--- src/rtl/lpd_pkg.sv ---
// shared types and constants for the length-prefix deframer
`default_nettype none

package lpd_pkg;

    localparam int HEADER_BYTES_DEF = 4;
    localparam logic [15:0] MAX_PAYLOAD_RST = 16'd65532;
    localparam int QUEUE_DEPTH = 2;

    typedef enum logic [1:0] {
        PH_HEADER = 2'd0,
        PH_PASS   = 2'd1,
        PH_DROP   = 2'd2
    } t_phase;

    typedef enum logic [1:0] {
        ST_BYTE    = 2'd0,
        ST_EMPTY   = 2'd1,
        ST_DROPPED = 2'd2
    } t_status;

    typedef enum logic [1:0] {
        KIND_BYTE      = 2'd0,
        KIND_BYTE_LAST = 2'd1,
        KIND_EMPTY     = 2'd2,
        KIND_DROP      = 2'd3
    } t_kind;

    typedef struct packed {
        t_kind      kind;
        logic [7:0] data;
    } t_token;

    typedef struct packed {
        logic   valid;
        t_token token;
    } t_token_xfer;

endpackage

`default_nettype wire

--- src/rtl/lpd_front.sv ---
// front end: header parsing, payload counting and result classification
`default_nettype none

module lpd_front #(
    parameter int HEADER_BYTES = lpd_pkg::HEADER_BYTES_DEF
) (
    input  wire logic                 i_clk,
    input  wire logic                 i_rst_n,
    input  wire logic                 i_accept,
    input  wire logic [7:0]           i_data_byte,
    input  wire logic                 i_cfg_we,
    input  wire logic [15:0]          i_cfg_wdata,
    output lpd_pkg::t_token_xfer      o_xfer
);

    localparam int LEN_W = 8 * HEADER_BYTES;

    lpd_pkg::t_phase   r_phase, n_phase;
    logic [1:0]        r_hcnt, n_hcnt;
    logic [LEN_W-1:0]  r_len, n_len;
    logic [LEN_W-1:0]  r_left, n_left;
    logic [15:0]       r_max;

    logic [LEN_W-1:0]  len_base;
    logic [LEN_W-1:0]  len_built;
    logic              hdr_done;
    logic              left_last;
    logic              oversize;

    assign len_base  = (r_hcnt == 2'd0) ? '0 : r_len;
    assign len_built = (len_base << 8) | LEN_W'(i_data_byte);
    assign hdr_done  = (r_hcnt == 2'(HEADER_BYTES - 1));
    assign left_last = (r_left == LEN_W'(1));
    assign oversize  = (32'(len_built) > 32'(r_max));

    // next phase
    always_comb begin
        n_phase = r_phase;
        case (r_phase)
            lpd_pkg::PH_PASS, lpd_pkg::PH_DROP: begin
                if (i_accept && left_last) begin
                    n_phase = lpd_pkg::PH_HEADER;
                end
            end
            default: begin
                if (i_accept && hdr_done) begin
                    if (len_built == '0) begin
                        n_phase = lpd_pkg::PH_HEADER;
                    end else if (oversize) begin
                        n_phase = lpd_pkg::PH_DROP;
                    end else begin
                        n_phase = lpd_pkg::PH_PASS;
                    end
                end
            end
        endcase
    end

    // counters and result token
    always_comb begin
        n_hcnt = r_hcnt;
        n_len  = r_len;
        n_left = r_left;
        o_xfer = '{valid: 1'b0, token: '{kind: lpd_pkg::KIND_BYTE, data: i_data_byte}};
        case (r_phase)
            lpd_pkg::PH_PASS: begin
                if (i_accept) begin
                    n_left = r_left - LEN_W'(1);
                    o_xfer.valid = 1'b1;
                    o_xfer.token.kind = left_last ? lpd_pkg::KIND_BYTE_LAST
                                                  : lpd_pkg::KIND_BYTE;
                end
            end
            lpd_pkg::PH_DROP: begin
                if (i_accept) begin
                    n_left = r_left - LEN_W'(1);
                    if (left_last) begin
                        o_xfer.valid = 1'b1;
                        o_xfer.token.kind = lpd_pkg::KIND_DROP;
                    end
                end
            end
            default: begin
                if (i_accept) begin
                    n_len = len_built;
                    if (hdr_done) begin
                        n_hcnt = 2'd0;
                        n_left = len_built;
                        if (len_built == '0) begin
                            o_xfer.valid = 1'b1;
                            o_xfer.token.kind = lpd_pkg::KIND_EMPTY;
                        end
                    end else begin
                        n_hcnt = r_hcnt + 2'd1;
                    end
                end
            end
        endcase
    end

    always_ff @(posedge i_clk) begin
        if (!i_rst_n) begin
            r_phase <= lpd_pkg::PH_HEADER;
            r_hcnt  <= 2'd0;
            r_len   <= '0;
            r_left  <= '0;
            r_max   <= lpd_pkg::MAX_PAYLOAD_RST;
        end else begin
            r_phase <= n_phase;
            r_hcnt  <= n_hcnt;
            r_len   <= n_len;
            r_left  <= n_left;
            if (i_cfg_we) begin
                r_max <= i_cfg_wdata;
            end
        end
    end

endmodule

`default_nettype wire

--- src/rtl/lpd_queue.sv ---
// short token queue between the front end and the output stage
`default_nettype none

module lpd_queue (
    input  wire logic                 i_clk,
    input  wire logic                 i_rst_n,
    input  wire lpd_pkg::t_token_xfer i_wr,
    input  wire logic                 i_rd,
    output lpd_pkg::t_token           o_rd_token,
    output logic                      o_full,
    output logic                      o_avail
);

    localparam int QD = lpd_pkg::QUEUE_DEPTH;
    localparam int PW = (QD > 1) ? $clog2(QD) : 1;
    localparam int CW = $clog2(QD + 1);

    lpd_pkg::t_token r_mem [QD];
    logic [PW-1:0]   r_wptr, n_wptr;
    logic [PW-1:0]   r_rptr, n_rptr;
    logic [CW-1:0]   r_count, n_count;
    logic            do_wr;
    logic            do_rd;

    assign o_full     = (r_count == CW'(QD));
    assign o_avail    = (r_count != '0);
    assign o_rd_token = r_mem[r_rptr];
    assign do_wr      = i_wr.valid && !o_full;
    assign do_rd      = i_rd && o_avail;

    always_comb begin
        n_wptr  = r_wptr;
        n_rptr  = r_rptr;
        n_count = r_count;
        if (do_wr) begin
            n_wptr = (r_wptr == PW'(QD - 1)) ? '0 : r_wptr + PW'(1);
        end
        if (do_rd) begin
            n_rptr = (r_rptr == PW'(QD - 1)) ? '0 : r_rptr + PW'(1);
        end
        if (do_wr && !do_rd) begin
            n_count = r_count + CW'(1);
        end else if (do_rd && !do_wr) begin
            n_count = r_count - CW'(1);
        end
    end

    always_ff @(posedge i_clk) begin
        if (do_wr) begin
            r_mem[r_wptr] <= i_wr.token;
        end
    end

    always_ff @(posedge i_clk) begin
        if (!i_rst_n) begin
            r_wptr  <= '0;
            r_rptr  <= '0;
            r_count <= '0;
        end else begin
            r_wptr  <= n_wptr;
            r_rptr  <= n_rptr;
            r_count <= n_count;
        end
    end

endmodule

`default_nettype wire

--- src/rtl/lpd_back.sv ---
// output stage: decodes tokens into result fields and holds the result register
`default_nettype none

module lpd_back (
    input  wire logic                 i_clk,
    input  wire logic                 i_rst_n,
    input  wire lpd_pkg::t_token      i_token,
    input  wire logic                 i_avail,
    output logic                      o_take,
    input  wire logic                 pop,
    output logic                      empty,
    output logic [7:0]                o_payload_byte,
    output logic                      o_frame_end,
    output logic [1:0]                o_status
);

    logic             r_valid, n_valid;
    logic [7:0]       r_byte, n_byte;
    logic             r_end, n_end;
    lpd_pkg::t_status r_status, n_status;
    logic             out_xfer;

    assign empty    = !r_valid;
    assign out_xfer = pop && r_valid;
    assign o_take   = i_avail && (!r_valid || out_xfer);

    // token decode
    always_comb begin
        n_byte   = 8'd0;
        n_end    = 1'b1;
        n_status = lpd_pkg::ST_BYTE;
        case (i_token.kind)
            lpd_pkg::KIND_BYTE: begin
                n_byte = i_token.data;
                n_end  = 1'b0;
            end
            lpd_pkg::KIND_BYTE_LAST: begin
                n_byte = i_token.data;
            end
            lpd_pkg::KIND_EMPTY: begin
                n_status = lpd_pkg::ST_EMPTY;
            end
            lpd_pkg::KIND_DROP: begin
                n_status = lpd_pkg::ST_DROPPED;
            end
            default: begin
                n_status = lpd_pkg::ST_BYTE;
            end
        endcase
    end

    always_comb begin
        n_valid = r_valid;
        if (o_take) begin
            n_valid = 1'b1;
        end else if (out_xfer) begin
            n_valid = 1'b0;
        end
    end

    always_ff @(posedge i_clk) begin
        if (o_take) begin
            r_byte   <= n_byte;
            r_end    <= n_end;
            r_status <= n_status;
        end
    end

    always_ff @(posedge i_clk) begin
        if (!i_rst_n) begin
            r_valid <= 1'b0;
        end else begin
            r_valid <= n_valid;
        end
    end

    assign o_payload_byte = r_byte;
    assign o_frame_end    = r_end;
    assign o_status       = r_status;

endmodule

`default_nettype wire

--- src/rtl/length_prefix_deframer.sv ---
// top level of the length-prefix deframer
`default_nettype none

// Takes one received byte per cycle (push while full is low) and splits the
// stream into frames of a HEADER_BYTES big-endian length and that many
// payload bytes. Payload of frames no longer than max_payload is streamed out
// one result per byte, last byte marked with frame_end; a zero length gives
// one empty-frame result, a longer frame one dropped result on its last byte.
// Every byte is counted in the front end's counters; a result reaches the
// outputs through a two-entry token queue and the output register. full
// rises only when the queue holds two tokens, i.e. when the receiver holds
// off. No clearing pass after reset. max_payload is written through
// i_cfg_we/i_cfg_wdata; the user must write it only while the block is idle,
// as the block itself does not enforce this.
module length_prefix_deframer #(
    parameter int HEADER_BYTES = lpd_pkg::HEADER_BYTES_DEF
) (
    input  wire logic        i_clk,
    input  wire logic        i_rst_n,
    input  wire logic        push,
    output logic             full,
    input  wire logic [7:0]  i_data_byte,
    input  wire logic        i_cfg_we,
    input  wire logic [15:0] i_cfg_wdata,
    output logic             empty,
    input  wire logic        pop,
    output logic [7:0]       o_payload_byte,
    output logic             o_frame_end,
    output logic [1:0]       o_status
);

    lpd_pkg::t_token_xfer front_xfer;
    lpd_pkg::t_token      q_token;
    logic                 q_avail;
    logic                 q_take;
    logic                 in_xfer;

    assign in_xfer = push && !full;

    lpd_front #(
        .HEADER_BYTES(HEADER_BYTES)
    ) u_front (
        .i_clk       (i_clk),
        .i_rst_n     (i_rst_n),
        .i_accept    (in_xfer),
        .i_data_byte (i_data_byte),
        .i_cfg_we    (i_cfg_we),
        .i_cfg_wdata (i_cfg_wdata),
        .o_xfer      (front_xfer)
    );

    lpd_queue u_queue (
        .i_clk      (i_clk),
        .i_rst_n    (i_rst_n),
        .i_wr       (front_xfer),
        .i_rd       (q_take),
        .o_rd_token (q_token),
        .o_full     (full),
        .o_avail    (q_avail)
    );

    lpd_back u_back (
        .i_clk          (i_clk),
        .i_rst_n        (i_rst_n),
        .i_token        (q_token),
        .i_avail        (q_avail),
        .o_take         (q_take),
        .pop            (pop),
        .empty          (empty),
        .o_payload_byte (o_payload_byte),
        .o_frame_end    (o_frame_end),
        .o_status       (o_status)
    );

endmodule

`default_nettype wire
--- config.mk ---
export PLATFORM = sky130hd
export DESIGN_NAME = length_prefix_deframer
export DESIGN_NICKNAME = d
export VERILOG_FILES = /design/src/rtl/lpd_pkg.sv /design/src/rtl/lpd_front.sv /design/src/rtl/lpd_queue.sv /design/src/rtl/lpd_back.sv /design/src/rtl/length_prefix_deframer.sv
export SDC_FILE = /design/constraint.sdc
export NUM_CORES = 1
export LEC_CHECK = 0
export BUFFER_PORTS_ARGS = -buffer_cell sky130_fd_sc_hd__buf_4
export CAP_MARGIN = 10
export CORE_AREA = 2 2 123 101
export CTS_BUF_LIST = sky130_fd_sc_hd__clkbuf_2 sky130_fd_sc_hd__clkbuf_4 sky130_fd_sc_hd__clkbuf_8
export DETAILED_ROUTE_END_ITERATION = 6
export DIE_AREA = 0 0 125 103
export PLACE_DENSITY = 0.67
export SYNTH_ARGS = -nofsm -noshare
export SYNTH_HDL_FRONTEND = slang
export SYNTH_SLANG_ARGS = --single-unit
--- constraint.sdc ---
create_clock -name i_clk -period 4.3 [get_ports i_clk]
set_input_delay 0.215 -clock i_clk [delete_from_list [all_inputs] [get_ports i_clk]]
set_output_delay 0.215 -clock i_clk [all_outputs]
set_load 0.005 [all_outputs]
==> results of run 1 <==
-- cells in the mapped netlist (all sizes together), types with 4 or more instances --
cell type	instances	area, µm²
nand2	92	347.8
dfxtp	82	1642
nor2	49	183.9
inv	35	131.4
o21ai	34	170.2
clkbuf	33	123.9
edfxtp	31	930.9
a21oi	29	145.1
a21boi	26	195.2
ha	23	287.8
nor3	19	95.09
and2	17	106.4
nor4	17	121.4
nor2b	16	100.1
mux2i	14	140.1
o211ai	14	105.1
nand3	11	60.06
nand2b	9	56.30
nand4	9	56.30
a22oi	7	52.55
a31oi	7	43.79
nand3b	7	52.55
or3	7	45.05
or4	6	56.30
o311ai	5	43.79
a32oi	4	35.03
buf	4	30.03
-- cells by family after synthesis --
| logic type | Yosys count |
|---|---|
| xor+xnor | 5 |
| mux | 15 |
| fa+ha+maj | 23 |
| simple gates | 264 |
| compound gates | 159 |
| flops | 113 |
| buf+inv | 72 |
-- power by group --
group | switching [mW] | total, mW | internal, mW
registers | 0.0691 | 1.29 | 1.22
clock network | 0.436 | 0.962 | 0.526
logic | 0.399 | 0.690 | 0.290
-- stage by stage --
step	instance area, µm²	worst slack [ns]	total power [mW]
2_1_floorplan	5728	1.664	1.736
3_3_place_gp	6102	1.155	1.961
3_5_place_dp	6102	1.010	1.980
4_1_cts	6616	0.9934	2.950
5_1_grt	6616	0.6637	3.093
6_report	6616	0.9698	2.937
-- cell usage in the layout, fill, tap and decap left out, types with 4 or more instances in the layout --
cell	n
a21boi_0	25
a22oi_1	7
nand2_1	91
nand2b_1	9
nand4_1	9
or3_1	6
clkbuf_8	17
nand3b_1	7
a32oi_1	4
edfxtp_1	31
nor4_1	16
nor2b_1	16
o21ai_0	34
nor2_1	49
mux2i_1	14
and2_1	17
a31oi_1	7
nor3_1	19
ha_1	23
dlygate4sd3_1	14
nand3_1	10
o311ai_0	5
dfxtp_1	82
clkinv_2	5
a21oi_1	29
o211ai_1	14
inv_1	35
buf_4	45
-- cell type report --
class,instances,area [µm²]
clock inverters,12,117.6
clock buffers,20,256.5
flip-flops and latches,113,2572
multi-input cells,466,2870
inverters,35,131.4
repair buffers,59,478.0
fillers,1082,5185
well taps,152,190.2
-- repair_timing --
| item | in CTS | in global routing |
|---|---|---|
| endpoints found under the hold margin | 15 | 0 |
| resized for setup | 0 | 0 |
| hold buffers | 14 | 0 |
-- path summary, 6_finish.rpt --
| check | end | slack (ns) | cells past startpoint |
|---|---|---|---|
| min reg2reg | u_front.r_max[12]$_SDFFE_PN1P_ | 0.49 | 2 |
| min | u_front.r_max[14]$_SDFFE_PN1P_ | 0.01 | 3 |
| max reg2reg | u_queue.r_mem[0][3]$_DFFE_PP_ | 0.97 | 8 |
| max | u_queue.r_mem[0][3]$_DFFE_PP_ | 0.97 | 8 |
-- state kept, by name, indices dropped and copies added (netlist names), named ones only --
signal / cells
u_back.o_frame_end: 1
u_queue.r_wptr: 1
u_front.r_len: 24
u_front.r_max: 16
u_queue.r_rptr: 1
u_front.r_left: 32
u_back.o_status: 2
u_front.r_hcnt: 2
u_front.r_phase: 2
u_back.r_valid: 1
u_back.o_payload_byte: 8
u_queue.r_count: 2
u_queue.r_mem: 20
-- per-layer routing --
layer / global-route usage / vias up / part of all wire
met5: 0 / - / 0
met4: 0.05470 / 0 / 0.0083
li1: - / 2421 / -
met3: 0.07006 / 11 / 0.070
met2: 0.3462 / 160 / 0.44
met1: 0.3351 / 2382 / 0.48
-- worst register-to-register path, delay by kind of cell, from the launching register on --
kind	cells	cell delay, ns
AO/OA/AOI/OAI	2	0.93
adder cells (fa/ha/maj)	1	0.29
buffers and inverters	2	0.30
flip-flops	1	0.35
AND/OR/NAND/NOR	3	1.07
==> summary.txt, run 1 <==
Worst setup path
  • Crit path kind: flop to flop
  • CP startpoint: u_front.r_phase[0]$_SDFFE_PN0P_
  • Worst-path fanout max: 23
  • Crit start category: flop
  • Slowest-stage cell, CP: a21oi_1
  • WP data required: 4.35 ns
  • CP max stage delay: 0.80 ns
  • CP top delay family: simple AND/OR/NAND/NOR gates
  • CP arrival: 3.38 ns
  • Critical path buffers and inverters: 2
  • CP cell instances: inv_1, ha_1, buf_4, and2_1, nand3_1, nor4_1, a31oi_1, a21oi_1
  • RR Startpoint: u_front.r_phase[0]$_SDFFE_PN0P_
  • CP Capture Type: flop

STA
  • Fmax: 0.3003 GHz
  • Skew final: 0.01470 ns
  • Max transition margin: 0.3182
  • Final Hold Fails: 0
  • Tmin final: 3.330 ns
  • Setup TNS Final: 0 ns
  • Final worst-path cycle share: 0.7745
  • RSZ-0062 raised after global routing: false
  • Final Setup Violations: 0
  • Min Hold Slack: 0.01437 ns
  • Final slew viol count: 0
  • Worst Max-Slew Pin Slew: 1.019 ns

Clock network
  • Cts bufs inserted: 17
  • CTS Sinks: 113
  • Worst-path clk slew: 0.06 ns
  • Post-CTS Setup Bufs: 0
  • CTS root buffer: clkbuf_8
  • Number of H-tree levels: 4
  • Worst-Skew Late Latency: 0.44 ns
  • Maximum buffer depth of the clock tree: 2
  • CTS tree: built

Floorplan
  • Die height: 103 µm
  • Std cell rows: 36
  • Die width: 125 µm
  • I/O pins: 42
  • Area of the core: 11800 µm²
  • Initial Util: 0.4854
  • Die area: 12880 µm²

Finish
  • Fraction of layout cells with a size suffix above 1: 0.1220
  • Final core utilization: 0.5606
  • Fin cells: 857
  • Final nets: 744
  • Synth-to-Final Area Change: 15.51%
  • Diode count: 0

Synth
  • Count of different cell masters after synthesis: 58
  • EDFF count, synth: 31
  • Mux cell area share after synthesis: 0.02643
  • Post-synthesis area per instance: 8.799 µm²
  • Syn Std Cell Area: 5728 µm²
  • Synth Flop Type: dfxtp_1
  • Synth Area in Compound Gates: 0.1865
  • Main combinational cell family by area after synthesis: simple AND/OR/NAND/NOR gates
  • Mapped Nets: 703
  • Syn Inst Count: 651
  • Ys Warns: 0
  • Async set or reset register ratio after synthesis: 0
  • Post-synthesis sequential area ratio: 0.4491
  • Register bit count reported by yosys: 113
  • Adder-Cell Fraction of Synth Area: 0.05024
  • Post-Synth XOR/XNOR Area: 0.007645
  • Simple-gate share of the synthesized area: 0.2302

Route
  • TritonRoute pass-1 iters: 5
  • Remaining DRCs: 0
  • Detailed Route Iter0 Violations: 380
  • DRT Wirelength: 14880 µm
  • Post-route ant nets: 0
  • Routed length per instance: 17.36 µm
  • Vias: 4974
  • Via density: 5.804

Global routing
  • Initial antenna violation count: 0
  • Gr usage total: 0.2330
  • Grt total ovfl: 0
  • Vias in the first global route: 4477
  • First-pass GRT wire length: 23600 µm
  • Largest net degree at the start of global routing: 86

Place
  • Port bufs: 41
  • Routability cong.: 0.9324
  • Dpl cells: 811
  • DP HPWL: 10190 µm

Pwr
  • VDD IR-drop max: 0.2914 mV
  • PD cells: 443.9 nW/µm²
  • P_leak: 2.721 nW

Status
  • Status: complete, no violations

Run
  • MaxCap Viol Count: 0

Hold path
  • Tightest Hold Check Type: input pin to flop
  • Hold Path Origin: i_cfg_wdata[14]
Note: power is estimated with default switching activity, not from simulation.
==> run 2: changes to the inputs <==
ABC_AREA = 1   (was not set)
CORE_AREA = 2 2 126 103   (was 2 2 123 101)
DIE_AREA = 0 0 128 105   (was 0 0 125 103)
PLACE_DENSITY = 0.7   (was 0.67)
clock period = 2.9 ns   (was 4.3 ns; I/O delays follow)
==> summary.txt, run 2 <==
Worst setup path
  • Slowest-stage cell, CP: dfxtp_1
  • Critical path buffers and inverters: 2
  • Crit start category: flop
  • CP arrival: 2.87 ns
  • CP top delay family: simple AND/OR/NAND/NOR gates
  • WP data required: 3.22 ns
  • Worst-path fanout max: 30
  • CP cell instances: inv_1, ha_1, inv_4, nand2_1, nand2_2, nor2_4, nand2_2, nor2_4, nand3_2, nand3_2, ha_1, a21oi_1, o21ai_0, o21ai_0, a21oi_1
  • CP Capture Type: flop
  • Crit path kind: flop to flop
  • CP max stage delay: 0.33 ns

Hold path
  • Tightest Hold Check Type: input pin to flop

Finish
  • Most flops, register: u_front.r_left
  • Fin cells: 1039
  • Final nets: 926
  • Most common cell after layout, fill and taps aside: nand2_1
  • Largest regs: u_front.r_left x32, u_front.r_len x24, u_queue.r_mem x20
  • Most frequent cells in the layout: 160 x nand2_1, 105 x nor2_1, 100 x a21oi_1, 89 x inv_1, 82 x dfxtp_1
  • Synth-to-Final Area Change: 18.31%
  • Max FFs per register: 32
  • Final core utilization: 0.5853
  • Diode count: 0
  • Fin area: 7066 µm²
  • Fraction of layout cells with a size suffix above 1: 0.1375

Pwr
  • Sw Share: 0.3471
  • Clock share of power: 0.303
  • P_int: 3.333 mW
  • Sequential group share of total power: 0.390
  • Psw: 1.772 mW
  • Overall power: 5.105 mW
  • P_leak: 3.263 nW
  • Combinational Power Share: 0.307
  • PD cells: 722.5 nW/µm²
  • VDD IR-drop max: 0.3709 mV

Clock network
  • CTS tree: built
  • Worst-path clk slew: 0.07 ns
  • CTS Sinks: 113
  • Maximum buffer depth of the clock tree: 2
  • Number of H-tree levels: 4
  • CTS root buffer: clkbuf_8
  • Worst-Skew Late Latency: 0.44 ns
  • Cts bufs inserted: 17

Floorplan
  • Die width: 128 µm
  • Die area: 13440 µm²
  • Die height: 105 µm
  • Area of the core: 12070 µm²
  • I/O pins: 42
  • Std cell rows: 36
  • Initial Util: 0.4947

Synth
  • Most common cell in the netlist: nand2_1
  • Count of different cell masters after synthesis: 37
  • List of most frequent post-synthesis cells: 160 x nand2_1, 105 x nor2_1, 100 x a21oi_1
  • Yosys top cell area share: 0.2749
  • Mapped Nets: 863
  • Syn Inst Count: 811
  • Top cells by area, synth: dfxtp_1 27%, edfxtp_1 16%, nand2_1 10%
  • Post-synth top area cell: dfxtp_1
  • Synth Flop Type: dfxtp_1
  • Async set or reset register ratio after synthesis: 0
  • Ys Warns: 0
  • EDFF count, synth: 31
  • Register bit count reported by yosys: 113
  • Post-synthesis sequential area ratio: 0.4308
  • Post-synthesis area per instance: 7.364 µm²
  • Syn Std Cell Area: 5972 µm²

STA
  • Worst Max-Slew Pin Slew: 0.8133 ns
  • Final Hold Fails: 0
  • RSZ-0062 raised after global routing: false
  • Min Hold Slack: 0.02713 ns
  • Max transition margin: 0.4423
  • Final slew viol count: 0
  • Tmin final: 2.550 ns
  • Worst setup margin: 0.3504 ns
  • Final worst-path cycle share: 0.8792
  • Final Setup Violations: 0
  • Skew final: 0.01186 ns
  • Fmax: 0.3922 GHz
  • Setup TNS Final: 0 ns

Place
  • Worst slack at placement: 0.2373 ns
  • DP HPWL: 11430 µm
  • Routability cong.: 0.9282
  • Dpl cells: 983
  • Port bufs: 41
  • Placement Cell Area: 6414 µm²

Route
  • Vias: 5611
  • Via density: 5.400
  • Detailed Route Iter0 Violations: 641
  • DRT Wirelength: 16250 µm
  • Remaining DRCs: 0
  • TritonRoute pass-1 iters: 5
  • Routed length per instance: 15.64 µm
  • Post-route ant nets: 0

Global routing
  • Largest net degree at the start of global routing: 32
  • Vias in the first global route: 5230
  • Gr usage total: 0.2508
  • Grt total ovfl: 0
  • First-pass GRT wire length: 26380 µm
  • Initial antenna violation count: 0

Run
  • MaxCap Viol Count: 0

Status
  • Status: complete, no violations
[run 2: worst paths after layout]
check	depth (start not counted)	from	slack, ns	endpoint
setup / recovery	15	u_front.r_hcnt[0]$_SDFFE_PN0P_	0.35	u_queue.r_count[1]$_SDFFE_PN0P_
setup reg to reg	15	u_front.r_hcnt[0]$_SDFFE_PN0P_	0.35	u_queue.r_count[1]$_SDFFE_PN0P_
hold / removal	4	pop	0.03	u_back.r_valid$_SDFFE_PN0P_
hold reg to reg	2	u_front.r_max[1]$_SDFFE_PN0P_	0.47	u_front.r_max[1]$_SDFFE_PN0P_
[run 2: logic make-up (layout without fill, tap and decap cells)]
family	Yosys count	after routing	share of synthesized area
multiplexers	9	9	0.01676
buffers and inverters	127	203	0.08234
XOR/XNOR	9	9	0.01320
AO/OA/AOI/OAI	185	185	0.1628
flip-flops	113	113	0.4308
adder cells (fa/ha/maj)	23	23	0.04819
AND/OR/NAND/NOR	345	345	0.2460
[run 2: timing repair]
| item | CTS | global route |
|---|---|---|
| hold buffers | 24 | 0 |
| setup endpoints to repair | 0 | 2 |
| endpoints found under the hold margin | 33 | 0 |
| buffers inserted | 0 | 0 |
| gates resized for setup | 0 | 2 |
[run 2: cell type report]
| type | count | area, µm² |
|---|---|---|
| Tap cell | 152 | 190.2 |
| Inverter | 96 | 362.8 |
| Clock buffer | 21 | 270.3 |
| Multi-Input combinational cell | 571 | 2908 |
| Sequential cell | 113 | 2572 |
| Clock inverter | 11 | 138.9 |
| Fill cell | 1115 | 5006 |
| Timing Repair Buffer | 75 | 623.1 |
[run 2: per-layer routing]
metal | share of wire | vias to the layer above | global-route usage
met5 | 0 | - | 0
met4 | 0.012 | 0 | 0.05651
met3 | 0.067 | 17 | 0.05837
met2 | 0.44 | 178 | 0.3816
met1 | 0.48 | 2620 | 0.3621
li1 | - | 2796 | -
[run 2: power by group through the flow]
stage	Sequential [mW]	Clock [mW]	Combinational, mW
6_report	1.99	1.55	1.57
5_1_grt	2.01	1.64	1.74
4_1_cts	1.99	1.56	1.55
3_5_place_dp	2.02	0	1.51
3_3_place_gp	2.02	0	1.46
2_1_floorplan	1.99	0	1.08
[run 2: worst min-delay path, stage by stage]
cell	delay [ns]
buf_4	0.07
nor2_1	0.06
nor2_1	0.10
nor2_1	0.04
